[src/sv/u8n1_pkg.sv]
package u8n1_pkg;

	localparam int unsigned DATA_W         = 8;
	localparam int unsigned PERIOD_W       = 16;
	localparam int unsigned FIFO_DEPTH_DEF = 16;
	localparam logic [PERIOD_W-1:0] BIT_PERIOD_RST = PERIOD_W'(104);

	localparam int unsigned S_TDATA_W = 16;
	localparam int unsigned M_TDATA_W = 16;

	// serial frame positions: transmit counted from the leading idle bit, receive from the start bit
	localparam logic [3:0] TX_POS_START = 4'd1;
	localparam logic [3:0] TX_POS_D7    = 4'd9;
	localparam logic [3:0] RX_POS_D7    = 4'd8;

	typedef enum logic [1:0] {
		ACT_TICK = 2'd0,
		ACT_POP  = 2'd1,
		ACT_SEND = 2'd2,
		ACT_RSVD = 2'd3
	} action_t;

	// decoded input word handed from the front end to the back end
	typedef struct packed {
		logic              pop;
		logic              send;
		logic [DATA_W-1:0] tx_byte;
		logic              rx_line;
	} item_t;

	typedef struct packed {
		logic                done;
		logic [PERIOD_W-1:0] count;
	} wait_t;

	// one tick of a bit timer; done once the count reaches target
	function automatic wait_t wait_step(input logic [PERIOD_W-1:0] count,
			input logic [PERIOD_W-1:0] target);
		logic [PERIOD_W:0] c;
		wait_t             w;
		c = {1'b0, count} + 1'b1;
		if (c >= {1'b0, target}) begin
			w.done  = 1'b1;
			w.count = '0;
		end else begin
			w.done  = 1'b0;
			w.count = c[PERIOD_W-1:0];
		end
		return w;
	endfunction

endpackage

[src/sv/u8n1_front.sv]
module u8n1_front
	import u8n1_pkg::*;
(
	input  logic                 clk,
	input  logic                 arst_n,
	input  logic                 s_tvalid,
	output logic                 s_tready,
	input  logic [S_TDATA_W-1:0] s_tdata,  // action[1:0], tx_byte[9:2], rx_line[10]
	input  logic                 deq,
	output logic                 head_valid,
	output item_t                head
);

	item_t      entry_q [2];
	logic       wr_q;
	logic       rd_q;
	logic [1:0] count_q;
	item_t      dec;
	logic       push;

	always_comb begin
		dec.tx_byte = s_tdata[9:2];
		dec.rx_line = s_tdata[10];
		dec.pop     = 1'b0;
		dec.send    = 1'b0;
		unique case (action_t'(s_tdata[1:0]))
			ACT_POP:  dec.pop  = 1'b1;
			ACT_SEND: dec.send = 1'b1;
			ACT_TICK, ACT_RSVD: ;
			default: ;
		endcase
	end

	assign s_tready   = (count_q != 2'd2);
	assign push       = s_tvalid && s_tready;
	assign head_valid = (count_q != 2'd0);
	assign head       = entry_q[rd_q];

	always_ff @(posedge clk) begin
		if (push) entry_q[wr_q] <= dec;
	end

	always_ff @(posedge clk or negedge arst_n) begin
		if (!arst_n) begin
			wr_q    <= 1'b0;
			rd_q    <= 1'b0;
			count_q <= 2'd0;
		end else begin
			if (push) wr_q <= ~wr_q;
			if (deq) rd_q <= ~rd_q;
			count_q <= count_q + {1'b0, push} - {1'b0, deq};
		end
	end

endmodule

[src/sv/u8n1_rx.sv]
module u8n1_rx
	import u8n1_pkg::*;
#(
	parameter int unsigned FIFO_DEPTH = FIFO_DEPTH_DEF
) (
	input  logic                clk,
	input  logic                arst_n,
	input  logic                step,
	input  item_t               item,
	input  logic [PERIOD_W-1:0] bit_period,
	output logic [DATA_W-1:0]   rx_data,
	output logic                rx_available
);

	localparam int unsigned PW = (FIFO_DEPTH > 1) ? $clog2(FIFO_DEPTH) : 1;

	logic [DATA_W-1:0]   mem [FIFO_DEPTH];
	logic [PW-1:0]       wp_q, rp_q, wp_n, rp_n;
	logic                active_q, active_n;
	logic [PERIOD_W-1:0] tick_q, tick_n;
	logic [3:0]          bits_q, bits_n;
	logic [DATA_W-1:0]   shift_q, shift_n;
	logic [DATA_W-1:0]   rx_data_q;
	logic                pop_ok;
	logic                store;
	wait_t               w;

	function automatic logic [PW-1:0] ring_next(input logic [PW-1:0] p);
		return (p == PW'(FIFO_DEPTH - 1)) ? '0 : p + 1'b1;
	endfunction

	always_comb begin
		active_n = active_q;
		tick_n   = tick_q;
		bits_n   = bits_q;
		shift_n  = shift_q;
		wp_n     = wp_q;
		store    = 1'b0;
		pop_ok   = item.pop && (rp_q != wp_q);
		rp_n     = pop_ok ? ring_next(rp_q) : rp_q;
		w        = wait_step(tick_q, (bits_q == 4'd0) ? (bit_period >> 1) : bit_period);
		if (!active_q) begin
			if (!item.rx_line) begin
				active_n = 1'b1;
				tick_n   = '0;
				bits_n   = 4'd0;
			end
		end else begin
			tick_n = w.count;
			if (w.done) begin
				priority if (bits_q == 4'd0) begin
					bits_n = 4'd1;
				end else if (bits_q <= RX_POS_D7) begin
					shift_n = {item.rx_line, shift_q[DATA_W-1:1]};
					bits_n  = bits_q + 1'b1;
				end else begin
					// stop bit waited out, not checked
					wp_n     = ring_next(wp_q);
					store    = 1'b1;
					active_n = 1'b0;
					bits_n   = 4'd0;
				end
			end
		end
	end

	// pop reads rp+1 and store writes wp+1; they never collide while rp != wp
	always_ff @(posedge clk) begin
		if (step && store) mem[wp_n] <= shift_q;
		if (step) rx_data_q <= pop_ok ? mem[rp_n] : '0;
	end

	always_ff @(posedge clk or negedge arst_n) begin
		if (!arst_n) begin
			active_q <= 1'b0;
			tick_q   <= '0;
			bits_q   <= 4'd0;
			shift_q  <= '0;
			wp_q     <= '0;
			rp_q     <= '0;
		end else if (step) begin
			active_q <= active_n;
			tick_q   <= tick_n;
			bits_q   <= bits_n;
			shift_q  <= shift_n;
			wp_q     <= wp_n;
			rp_q     <= rp_n;
		end
	end

	assign rx_data      = rx_data_q;
	assign rx_available = (rp_q != wp_q);

endmodule

[src/sv/u8n1_tx.sv]
module u8n1_tx
	import u8n1_pkg::*;
(
	input  logic                clk,
	input  logic                arst_n,
	input  logic                step,
	input  item_t               item,
	input  logic [PERIOD_W-1:0] bit_period,
	output logic                tx_line,
	output logic                tx_busy
);

	logic                active_q, active_e, active_n;
	logic [PERIOD_W-1:0] tick_q, tick_e, tick_n;
	logic [3:0]          bits_q, bits_e, bits_n;
	logic [DATA_W-1:0]   shift_q, shift_e, shift_n;
	logic                line_q, line_n;
	logic                start;
	wait_t               w;

	always_comb begin
		// a send accepted while idle starts the leading idle bit on this tick
		start    = item.send && !active_q;
		active_e = start ? 1'b1       : active_q;
		tick_e   = start ? '0         : tick_q;
		bits_e   = start ? 4'd0       : bits_q;
		shift_e  = start ? item.tx_byte : shift_q;
		active_n = active_e;
		tick_n   = tick_e;
		bits_n   = bits_e;
		shift_n  = shift_e;
		line_n   = 1'b1;
		w        = wait_step(tick_e, bit_period);
		if (active_e) begin
			priority if (bits_e == 4'd0)          line_n = 1'b1;
			else if (bits_e == TX_POS_START)      line_n = 1'b0;
			else if (bits_e <= TX_POS_D7)         line_n = shift_e[0];
			else                                  line_n = 1'b1;
			tick_n = w.count;
			if (w.done) begin
				if (bits_e > TX_POS_START && bits_e <= TX_POS_D7)
					shift_n = shift_e >> 1;
				if (bits_e > TX_POS_D7) begin
					active_n = 1'b0;
					bits_n   = 4'd0;
				end else begin
					bits_n = bits_e + 1'b1;
				end
			end
		end
	end

	always_ff @(posedge clk or negedge arst_n) begin
		if (!arst_n) begin
			active_q <= 1'b0;
			tick_q   <= '0;
			bits_q   <= 4'd0;
			shift_q  <= '0;
			line_q   <= 1'b1;
		end else if (step) begin
			active_q <= active_n;
			tick_q   <= tick_n;
			bits_q   <= bits_n;
			shift_q  <= shift_n;
			line_q   <= line_n;
		end
	end

	assign tx_line = line_q;
	assign tx_busy = active_q;

endmodule

[src/sv/uart_8n1_with_rx_fifo.sv]
// 8N1 UART, full duplex, with a receive ring FIFO of FIFO_DEPTH bytes. Every input
// word is one tick of bit timing and yields exactly one output word: the transmit
// line level for that tick, the byte popped (0 if none or FIFO empty), whether the
// FIFO holds data, and whether a frame is still being sent. bit_period (reset 104)
// sets ticks per bit; the receiver samples at half a period after the start edge,
// then once per period; the stop bit is not checked and an overrun wraps silently.
// A 2-deep input queue feeds the receiver/transmitter back end, which handles one
// word per clock into an output register, so one word per cycle is sustained;
// the back end stalls only while the output word is not taken.
module uart_8n1_with_rx_fifo
	import u8n1_pkg::*;
#(
	parameter int unsigned FIFO_DEPTH = FIFO_DEPTH_DEF
) (
	input  logic                 clk,
	input  logic                 arst_n,
	input  logic                 s_tvalid,
	output logic                 s_tready,
	input  logic [S_TDATA_W-1:0] s_tdata,  // action[1:0], tx_byte[9:2], rx_line[10]
	output logic                 m_tvalid,
	input  logic                 m_tready,
	output logic [M_TDATA_W-1:0] m_tdata,  // tx_line[0], rx_data[8:1], rx_available[9],
	                                       // tx_busy[10]
	input  logic                 cfg_wen,
	input  logic [PERIOD_W-1:0]  cfg_wdata
);

	logic [PERIOD_W-1:0] bit_period_q;
	logic                out_valid_q;
	logic                head_valid;
	item_t               head;
	logic                step;
	logic                tx_line, tx_busy, rx_available;
	logic [DATA_W-1:0]   rx_data;

	assign step = head_valid && (!out_valid_q || m_tready);

	u8n1_front u_front (
		.clk        (clk),
		.arst_n     (arst_n),
		.s_tvalid   (s_tvalid),
		.s_tready   (s_tready),
		.s_tdata    (s_tdata),
		.deq        (step),
		.head_valid (head_valid),
		.head       (head)
	);

	u8n1_rx #(.FIFO_DEPTH(FIFO_DEPTH)) u_rx (
		.clk          (clk),
		.arst_n       (arst_n),
		.step         (step),
		.item         (head),
		.bit_period   (bit_period_q),
		.rx_data      (rx_data),
		.rx_available (rx_available)
	);

	u8n1_tx u_tx (
		.clk        (clk),
		.arst_n     (arst_n),
		.step       (step),
		.item       (head),
		.bit_period (bit_period_q),
		.tx_line    (tx_line),
		.tx_busy    (tx_busy)
	);

	always_ff @(posedge clk or negedge arst_n) begin
		if (!arst_n) begin
			bit_period_q <= BIT_PERIOD_RST;
			out_valid_q  <= 1'b0;
		end else begin
			if (cfg_wen) bit_period_q <= cfg_wdata;
			if (step) out_valid_q <= 1'b1;
			else if (m_tready) out_valid_q <= 1'b0;
		end
	end

	assign m_tvalid = out_valid_q;
	assign m_tdata  = {(M_TDATA_W - DATA_W - 3)'(0), tx_busy, rx_available, rx_data, tx_line};

endmodule

[config.mk]
export PLATFORM = sky130hd
export DESIGN_NAME = uart_8n1_with_rx_fifo
export DESIGN_NICKNAME = d
export VERILOG_FILES = /design/src/sv/u8n1_pkg.sv /design/src/sv/u8n1_front.sv /design/src/sv/u8n1_rx.sv /design/src/sv/u8n1_tx.sv /design/src/sv/uart_8n1_with_rx_fifo.sv
export SDC_FILE = /design/constraint.sdc
export NUM_CORES = 1
export LEC_CHECK = 0
export BUFFER_PORTS_ARGS = -buffer_cell sky130_fd_sc_hd__buf_2
export CAP_MARGIN = 20
export CORE_UTILIZATION = 30
export DETAILED_ROUTE_END_ITERATION = 16
export GPL_TIMING_DRIVEN = 0
export PLACE_DENSITY = 0.54
export SLEW_MARGIN = 30
export SYNTH_ARGS = -nofsm -noshare
export SYNTH_HDL_FRONTEND = slang
export SYNTH_HIERARCHICAL = 1
export SYNTH_SLANG_ARGS = --single-unit
[constraint.sdc]
create_clock -name clk -period 9.5 [get_ports clk]
set_clock_uncertainty 0.1 [all_clocks]
set_input_delay 1.425 -clock clk [delete_from_list [all_inputs] [get_ports clk]]
set_output_delay 1.425 -clock clk [all_outputs]
set_load 0.1 [all_outputs]
# --- Word-level counts from Yosys, hierarchy flattened ---
# Memory sizes are Yosys's and may differ from the RTL's. A register that Yosys moved wholly into a read port is not among the register bits.
# Cells that the tools add are included.
# Widths: inputs -> output; s select.
word_totals:
  output_inout_bits: 18
  in_bits: 37
  latchBits: 0
  romBits: 0
  reg_bits: 88
  ramBits: 150
  memories: 2
mem_list:
  columns: ["memory", "depth", "width", "rd", "rd_clocked_by_memory_dff", "write_ports", "line_no", "source"]
  rows:
  - ["u_rx.mem", 16, 8, 1, 1, 1, "u8n1_rx.sv:17", "logic [DATA_W-1:0] mem [FIFO_DEPTH];"]
  - ["u_front.entry_q", 2, 11, 1, 0, 1, "u8n1_front.sv:14", "item_t entry_q [2];"]
op_classes:
  n_mul: 0
  reduce_logical: 17
  mux: 52
  addsub: 8
  shifts: 0
  n_div: 0
  n_lt_le_gt_ge: 6
  n_eq_ne: 9
  n_bitwise: 3
ops:
  columns: ["operator", "count"]
  rows:
  - ["$mux 16", 5]
  - ["$mux 4", 16]
  - ["$add 16x1->17 const B", 2]
  - ["$ge 17x16->1", 2]
  - ["$mux 17", 2]
  - ["$mux 8", 4]
  - ["$mux 1", 25]
  - ["$add 4x1->4 const B", 4]
  - ["$eq 4x4->1 const B", 2]
  - ["$le 4x4->1 const B", 2]
  - ["$logic_not 4->1", 2]
  - ["$logic_and 1x1->1", 6]
  - ["$ne 2x2->1 const B", 3]
  - ["$reduce_and 5->1", 1]
  - ["$eq 4x1->1 const B", 1]
  - ["$gt 4x1->1 const B", 1]
  - ["$gt 4x4->1 const B", 1]
  - ["$ne 4x4->1", 1]
  - ["$reduce_bool 2->1", 2]
  - ["$logic_not 1->1", 3]
  - ["$not 1->1", 3]
  - ["$reduce_and 3->1", 1]
  - ["$add 2x1->2", 1]
  - ["$eq 2x1->1 const B", 1]
  - ["4 further kinds", 4]

# --- Logic depth before layout (Yosys ltp) ---
# Gate-level depths: netlist (run 1).
logic_depth:
  word_depth: 9
  ltp_mapped: 20

# --- Modules after synthesis ---
# Netlist (run 1), hierarchy kept.
modules_own_cells:
  columns: ["module", "cells_each", "instances", "seq_area_each_um2", "area_each_um2"]
  rows:
  - ["u8n1_rx", 631, 1, 5009.8, 8082.8]
  - ["u8n1_tx", 264, 1, 752.0, 2326.0]
  - ["u8n1_front", 53, 1, 760.7, 1009.7]
  - ["uart_8n1_with_rx_fifo", 47, 1, 429.2, 760.7]

# --- Worst setup path after synthesis (run 1) ---
# Ideal clock, no wire load.
synth_path:
  path_type: "flip-flop to flip-flop"
  from: "reg u_front.rd_q"
  to: "reg u_tx.shift_q[2]"
  arrival_time_ns: 4.154
  t_required_ns: 9.275
  path_slack_ns: 5.121
  path_buffers: 3
  path_stages_with_launch: 21
  setup_time_ns: 0.125
  cell_sequence: "dfrtp_1 > buf_4 > mux2_1 > nand2b_1 > clkbuf_1 > and2_1 > ha_1 > and3_1 > and2_1 > nand3_1 > xor2_1 > nor2_1 > ha_1 > and4_1 > nor4b_1 > a221oi_1 > o2111ai_2 > o21a_1 > buf_6 > mux2i_1 > mux2_2"
synth_lines:
  columns: ["item", "line_no", "source"]
  rows:
  - ["start, declared", "u8n1_front.sv:16", "logic rd_q;"]
  - ["start signal, assigned", "u8n1_front.sv:50", "if (deq) rd_q <= ~rd_q;"]
  - ["end signal, assigned", "u8n1_tx.sv:64", "shift_q <= shift_n;"]
  - ["end, declared", "u8n1_tx.sv:16", "logic [DATA_W-1:0] shift_q, shift_e, shift_n;"]

==> results of run 1 <==
-- placed cells by master, fill, tap and decap left out, types with 6 or more instances in the layout --
cell type  netlist  routed
a21o_1           7       7
a21oi_1         41      39
a32o_1          25      25
a32oi_1          9       9
and2_1          12      11
and3_1          14      14
buf_2            8      50
buf_4           12      14
clkbuf_1        24      28
clkbuf_16        0      26
dfrtp_1         84      84
edfxtp_1       158     158
ha_1            43      43
inv_1           29      29
mux2_1           9       9
mux2_2          27      27
mux2_4          12      12
mux2i_1         47      47
nand2_1        150     150
nand2b_1        12      12
nand3_1         42      42
nand4_1         16      16
nand4b_1         6       6
nor2_1          41      40
o21ai_0         19      19
o41ai_1          6       6
o41ai_2          8       8
xnor2_1         19      19
xor2_1          18      18
-- logic make-up (layout without fill, tap and decap cells) --
logic type	count (synthesis)	after routing	share of synthesized area
AND/OR/NAND/NOR	328	328	0.129
flip-flops	246	246	0.571
AO/OA/AOI/OAI	162	162	0.106
multiplexers	95	95	0.0867
buffers and inverters	82	176	0.0349
adder cells (fa/ha/maj)	43	43	0.0442
XOR/XNOR	38	38	0.0279
other	1	5	0.000308
-- sequential cells by signal (all words and copies together), names as in the netlist, 2 cells and up --
signal           flops
u_rx/mem           128
u_rx/wp_q            4
u_rx/tick_q         16
u_tx/shift_q         8
u_front/entry_q     22
u_rx/rx_data         8
u_tx/bits_q          4
u_rx/bits_q          4
u_front/count_q      2
u_rx/shift_q         8
u_tx/tick_q         16
u_rx/rp_q            4
bit_period_q        16
-- critical path: stages (launching register included) --
cell and delay (ps):
dfrtp_1 400, buf_4 230, mux2_1 430, nand2b_1 310
clkbuf_1 390, and2_1 250, ha_1 230, and3_1 260
and2_1 210, nand3_1 100, xor2_1 220, nor2_1 80
ha_1 320, and4_1 170, nor4b_1 140, a221oi_1 290
o2111ai_2 310, o21a_1 210, buf_6 150, mux2i_1 120
mux2_2 270
-- area by class of cell --
cell class | instances | area (um2) | area share
plain buffers | 53 | 317 | 0.0225
clock buffers | 35 | 734 | 0.0521
clock inverters | 13 | 211 | 0.0150
inverters | 29 | 109 | 0.00772
multi-input cells | 671 | 4860 | 0.345
flip-flops and latches | 246 | 6950 | 0.493
well taps | 525 | 657 | 0.0466
repair buffers | 46 | 256 | 0.0182
-- through the flow --
stage | utilization | setup WS [ps] | instance area [um2] | hold WS (ps) | std cells
after CTS | 0.353 | 4170 | 14100 | 398 | 1618
final | 0.353 | 4180 | 14100 | 394 | 1618
after detailed placement | 0.329 | 4190 | 13100 | 384 | 1570
after global placement | 0.327 | 3820 | 13100 | 373 | 1567
after global routing | 0.353 | 3750 | 14100 | 411 | 1618
after floorplan | - | 5120 | 12200 | 355 | 999
-- worst max-delay path by stage --
| stage | startpoint | endpoint | slack [ps] | cells after the start |
|---|---|---|---|---|
| 4_1_cts | u_front/rd_q | u_tx/shift_q[5] | 4170 | 20 |
| 2_1_floorplan | u_front/rd_q | u_tx/shift_q[2] | 5120 | 20 |
| 3_5_place_dp | u_front/rd_q | u_tx/shift_q[5] | 4190 | 20 |
| 3_3_place_gp | u_rx/bits_q[0] | u_rx/mem[13][1] | 3820 | 15 |
| 6_report | u_front/rd_q | u_tx/shift_q[5] | 4180 | 20 |
| 5_1_grt | u_front/rd_q | u_tx/tick_q[12] | 3750 | 18 |
-- report_power, final --
part	total (mW)	internal (mW)	switching, mW
combinational	1.12	0.367	0.750
clock	1.11	0.681	0.428
sequential	1.33	1.25	0.0814
-- layer usage --
metal / part of all wire / vias to the layer above / track usage / wire [um]
li1: - / 3847 / - / -
met5: 0 / - / 0 / 0
met3: 0.035 / 41 / 0.0201 / 966
met1: 0.49 / 3884 / 0.190 / 13500
met4: 0.022 / 0 / 0.0341 / 596
met2: 0.45 / 124 / 0.216 / 12400
==> impl_metrics.yaml, run 1 <==
clock_tree:
  hold_buffers: 0
  clock_path_buffers: 3
  htree_levels: 1
  post_cts_buffers: 0
  cts_tree: "done"
  clk_pin_slew_ps: 60
  clk-insertion-delay-late_ps: 550
  clock_sinks: 246
  cts_buffers: 26
  cts_root_buffer: "clkbuf_16"
  ctsResizeCount: 0
grt:
  grt_max_degree: 49
  grt-ovfl-total: 0
  first_global_vias: 7861
  antenna_found_initial: 0
  grt_pass1_wl_mm: 44.1
  grt_usage: 0.135
cells_and_area:
  syn_to_final_growth_pct: 15.7
  fin_nets: 1153
  num-fill-cells: 3949
  diodes: 0
  drive_above_1_share: 0.171
die:
  die_area_um2: 41400
  io-pin-count: 55
  placementRows: 73
  die_x_um: 203
  initial_core_util: 0.305
  die_h_um: 203
  core_um2: 39900
yosys:
  synthDistinctLibCells: 74
  synth_most_common_cell: "edfxtp_1"
  yosysTopAreaCellShare: 0.390
  ys_ff_latch: 246
  synth_common_cells: "edfxtp_1, nand2_1, dfrtp_1, mux2i_1, ha_1"
  synth_cells: 995
  synth-seq-area-share: 0.571
  synthArstFlopShare: 0.358
  ys_warn_count: 6
  synth_flop_cell: "edfxtp_1"
  synth_top_area_cell: "edfxtp_1"
  synth-edff-count: 158
  synth_area_leaders: "edfxtp_1, dfrtp_1, nand2_1"
  synth_area_um2: 12200
  syn_avg_cell_area_um2: 12.2
critical_path:
  critPathMaxFanout: 10
  r2r_slack_ps: 4180
  worstPathRequired_ps: 9830
  start_kind: "flop"
  end_kind: "flop"
  worstPathArrival_ps: 5650
  r2r-end: "u_tx/shift_q[5]"
  reg2reg_depth: 20
  rr_startpoint: "u_front/rd_q"
  critPathKind: "reg2reg"
sta:
  slew_headroom: 0.381
  tns_ps: 0
  finalSetupViolations: 0
  rsz0062_at_grt: "no"
  period_needed_ps: 5320
  slew_viol_final: 0
  tightest_slew_ps: 929
  clock.fmax_ghz: 0.188
  min_period_over_period: 0.560
  hold_viol: 0
worst_hold_path:
  hold_path.class: "reg2reg"
  worst_hold_startpoint: "u_tx/tx_line"
  hold_end: "u_tx/tx_line"
  whs_path_depth: 2
routing:
  ant_nets: 0
  drc: 0
  routedWlPerCell_um: 17.0
  route.vias.total: 7896
  drt_iter0_markers: 550
  drt-vias-per-instance: 4.88
  dr.pass1.iters: 5
  routed_wl_mm: 27.5
power:
  ir_worst_vdd_mv: 0.145
  power.density_nw_per_um2: 253
  power_leakage_nw: 5.49
  power_mw: 3.56
placed_design:
  port_buffers: 43
  place_congestion: 0.773
  place_hpwl_mm: 19.1
outcome:
  status: "finished, final reports clean"
run:
  maxCapViolations: 0
Power figures use the tool's default switching activity.
==> run 2, diff against run 1 <==
ABC_AREA = 1   (was default)
PLACE_DENSITY = 0.55   (was 0.54)
clock period = 4.7 ns   (was 9.5 ns; I/O delays follow)
==> run 2 against run 1 <==
Against the previous run:
- worst hold slack got worse by 150 ps
- setup slack lost 3900 ps
- critical path depth grew 1
- utilization about the same
- global-route usage up 0.89 points
- cell count rose by 32%
- synthesized cell count increased by 45%
- synthesized area is 7.3% higher
- die area grew 7.2%
- critical endpoint is now u_rx/mem[9][1]
==> impl_metrics.yaml, run 2 <==
cells_and_area:
  final_common_cell: "nand2_1"
  num-fill-cells: 4511
  largest-register: "u_rx/mem"
  fin_nets: 1604
  final_cell_mix: "nand2_1, inv_1, nand3_1"
  largest_reg_flops: 128
  diodes: 0
  fin_area_um2: 15200
  syn_to_final_growth_pct: 16.1
  fin_util: 0.353
  reg_top3: "u_rx/mem: 128 flops, u_front/entry_q: 22 flops"
  drive_above_1_share: 0.138
sta:
  slew_viol_final: 0
  clock.fmax_ghz: 0.226
  rsz0062_at_grt: "yes"
  hold_viol: 0
  tightest_slew_ps: 831
  worst_slack_ps: 266
  min_period_over_period: 0.943
  slew_headroom: 0.446
  finalSetupViolations: 0
  period_needed_ps: 4430
  tns_ps: 0
placed_design:
  place_congestion: 0.874
  preCtsSetupSlack_ps: -471
  place_hpwl_mm: 21.8
  placed_area_um2: 14100
  port_buffers: 44
clock_tree:
  clk_pin_slew_ps: 60
  clock_path_buffers: 3
  cts_buffers: 27
  clk-insertion-delay-late_ps: 560
  cts_root_buffer: "clkbuf_16"
  cts_tree: "done"
  clock_sinks: 246
  htree_levels: 1
critical_path:
  worstPathRequired_ps: 4800
  critPathMaxFanout: 10
  start_kind: "flop"
  critPathKind: "reg2reg"
  worstPathArrival_ps: 4530
  end_kind: "flop"
die:
  io-pin-count: 55
  core_um2: 43000
  initial_core_util: 0.304
  die_h_um: 211
  die_area_um2: 44400
  placementRows: 76
  die_x_um: 211
routing:
  wl_met3_mm: 1.44
  routedLengthMet1_mm: 14.0
  top_layer_used: "met4"
  drt_iter0_markers: 587
  dr.pass1.iters: 5
  drt-vias-per-instance: 4.55
  dr_wl_met2_mm: 15.1
  routedWlPerCell_um: 14.6
  ant_nets: 0
  route.vias.total: 9702
  routed_wl_mm: 31.2
  drc: 0
yosys:
  synth_cells: 1443
  ys_ff_latch: 246
  yosysTopAreaCellShare: 0.363
  synthDistinctLibCells: 50
  syn_avg_cell_area_um2: 9.05
  synth_top_area_cell: "edfxtp_1"
  synthArstFlopShare: 0.358
  synth_common_cells: "nand2_1, inv_1, nand3_1, edfxtp_1, dfrtp_1"
  synth_area_leaders: "edfxtp_1, dfrtp_1, nand2_1"
  synth_most_common_cell: "nand2_1"
  ys_warn_count: 6
  synth-seq-area-share: 0.532
  synth-edff-count: 158
  synth_flop_cell: "edfxtp_1"
  synth_area_um2: 13100
grt:
  grt_pass1_wl_mm: 50.6
  first_global_vias: 9461
  grt_usage: 0.144
  grt-ovfl-total: 0
  grt_max_degree: 50
  antenna_found_initial: 0
power:
  ir_worst_vdd_mv: 0.486
  power_leakage_nw: 6.94
  power_mw: 10.1
  power.density_nw_per_um2: 668
run:
  maxCapViolations: 0
worst_hold_path:
  hold_path.class: "in2reg"
outcome:
  status: "finished, final reports clean"
[run 2: changes by cell type in the layout (fill, tap and decap cells not counted), sizes merged, moves of 25 or more]
| cell | change |
|---|---|
| inv | +254 |
| nor2 | +39 |
| nand3 | +158 |
| nand2 | +172 |
| a32o | -25 |
| mux2 | -37 |
| mux2i | -32 |
| o21ai | +47 |
[run 2: through the flow]
step	hold slack (ps)	std cells
after global routing	227	2130
final	246	2130
after detailed placement	365	2078
after CTS	209	2129
after floorplan	309	1447
after global placement	361	2076
[run 2: kinds of logic after synthesis]
kind of cell	Yosys count	share of synthesized area
simple gates	641	0.221
buf+inv	336	0.109
flops	246	0.532
compound gates	121	0.0535
fa+ha+maj	43	0.0412
xor+xnor	29	0.0194
mux	26	0.0236
other cells	1	0.000287
[run 2: repair_timing]
action | CTS | global route
hold endpoints to repair | 35 | 0
gates resized for setup | 11 | 24
pin swaps | 0 | 3
hold buffers | 1 | 0
setup buffers | 0 | 1
setup endpoints to repair | 128 | 136
[run 2: cell type report]
class	count	area, um2	area share
Sequential cell	246	6950	0.458
Multi-Input combinational cell	865	4850	0.320
Inverter	285	1070	0.0705
Tap cell	585	732	0.0483
Clock buffer	34	712	0.0469
Buffer	51	354	0.0233
Timing Repair Buffer	48	299	0.0197
Clock inverter	16	194	0.0128
[run 2: report_power, final]
group | internal, mW | total, mW | switching [mW]
clock | 1.30 | 2.17 | 0.878
combinational | 1.44 | 4.75 | 3.31
sequential | 2.80 | 3.21 | 0.408
[run 2: final timing paths]
check,startpoint,end,slack (ps),depth (start not counted)
hold / removal,s_tdata[10],u_front/entry_q[1][0],250,1
setup / recovery,u_rx/bits_q[0],u_rx/mem[9][1],270,21
hold reg to reg,u_tx/shift_q[3],u_tx/shift_q[3],380,2
max in group asynchronous,arst_n,u_rx/tick_q[13],3370,3
setup reg to reg,u_rx/bits_q[0],u_rx/mem[9][1],270,21
min in group asynchronous,arst_n,m_tvalid,530,2
[run 2: worst max-delay path: stages, from the launching register on]
cell and delay, ps:
dfrtp_1 410, inv_1 90, ha_1 140, inv_1 60, nor3_4 310, inv_1 220, clkbuf_1 240, nand2_1 90
o21ai_0 100, ha_1 290, nand2_1 60, nor2_1 170, inv_1 60, nor2_1 100, nand2_1 50, nand3_1 60
nand2_1 160, nand3_4 190, nand3_1 80, nor2_1 150, nand3_1 390, nor2_2 540
[run 2: per-layer routing]
metal / track usage / vias to the layer above
met3: 0.0210 / 49
met5: 0 / -
met1: 0.191 / 4593
met2: 0.245 / 213
li1: - / 4847
met4: 0.0347 / 0
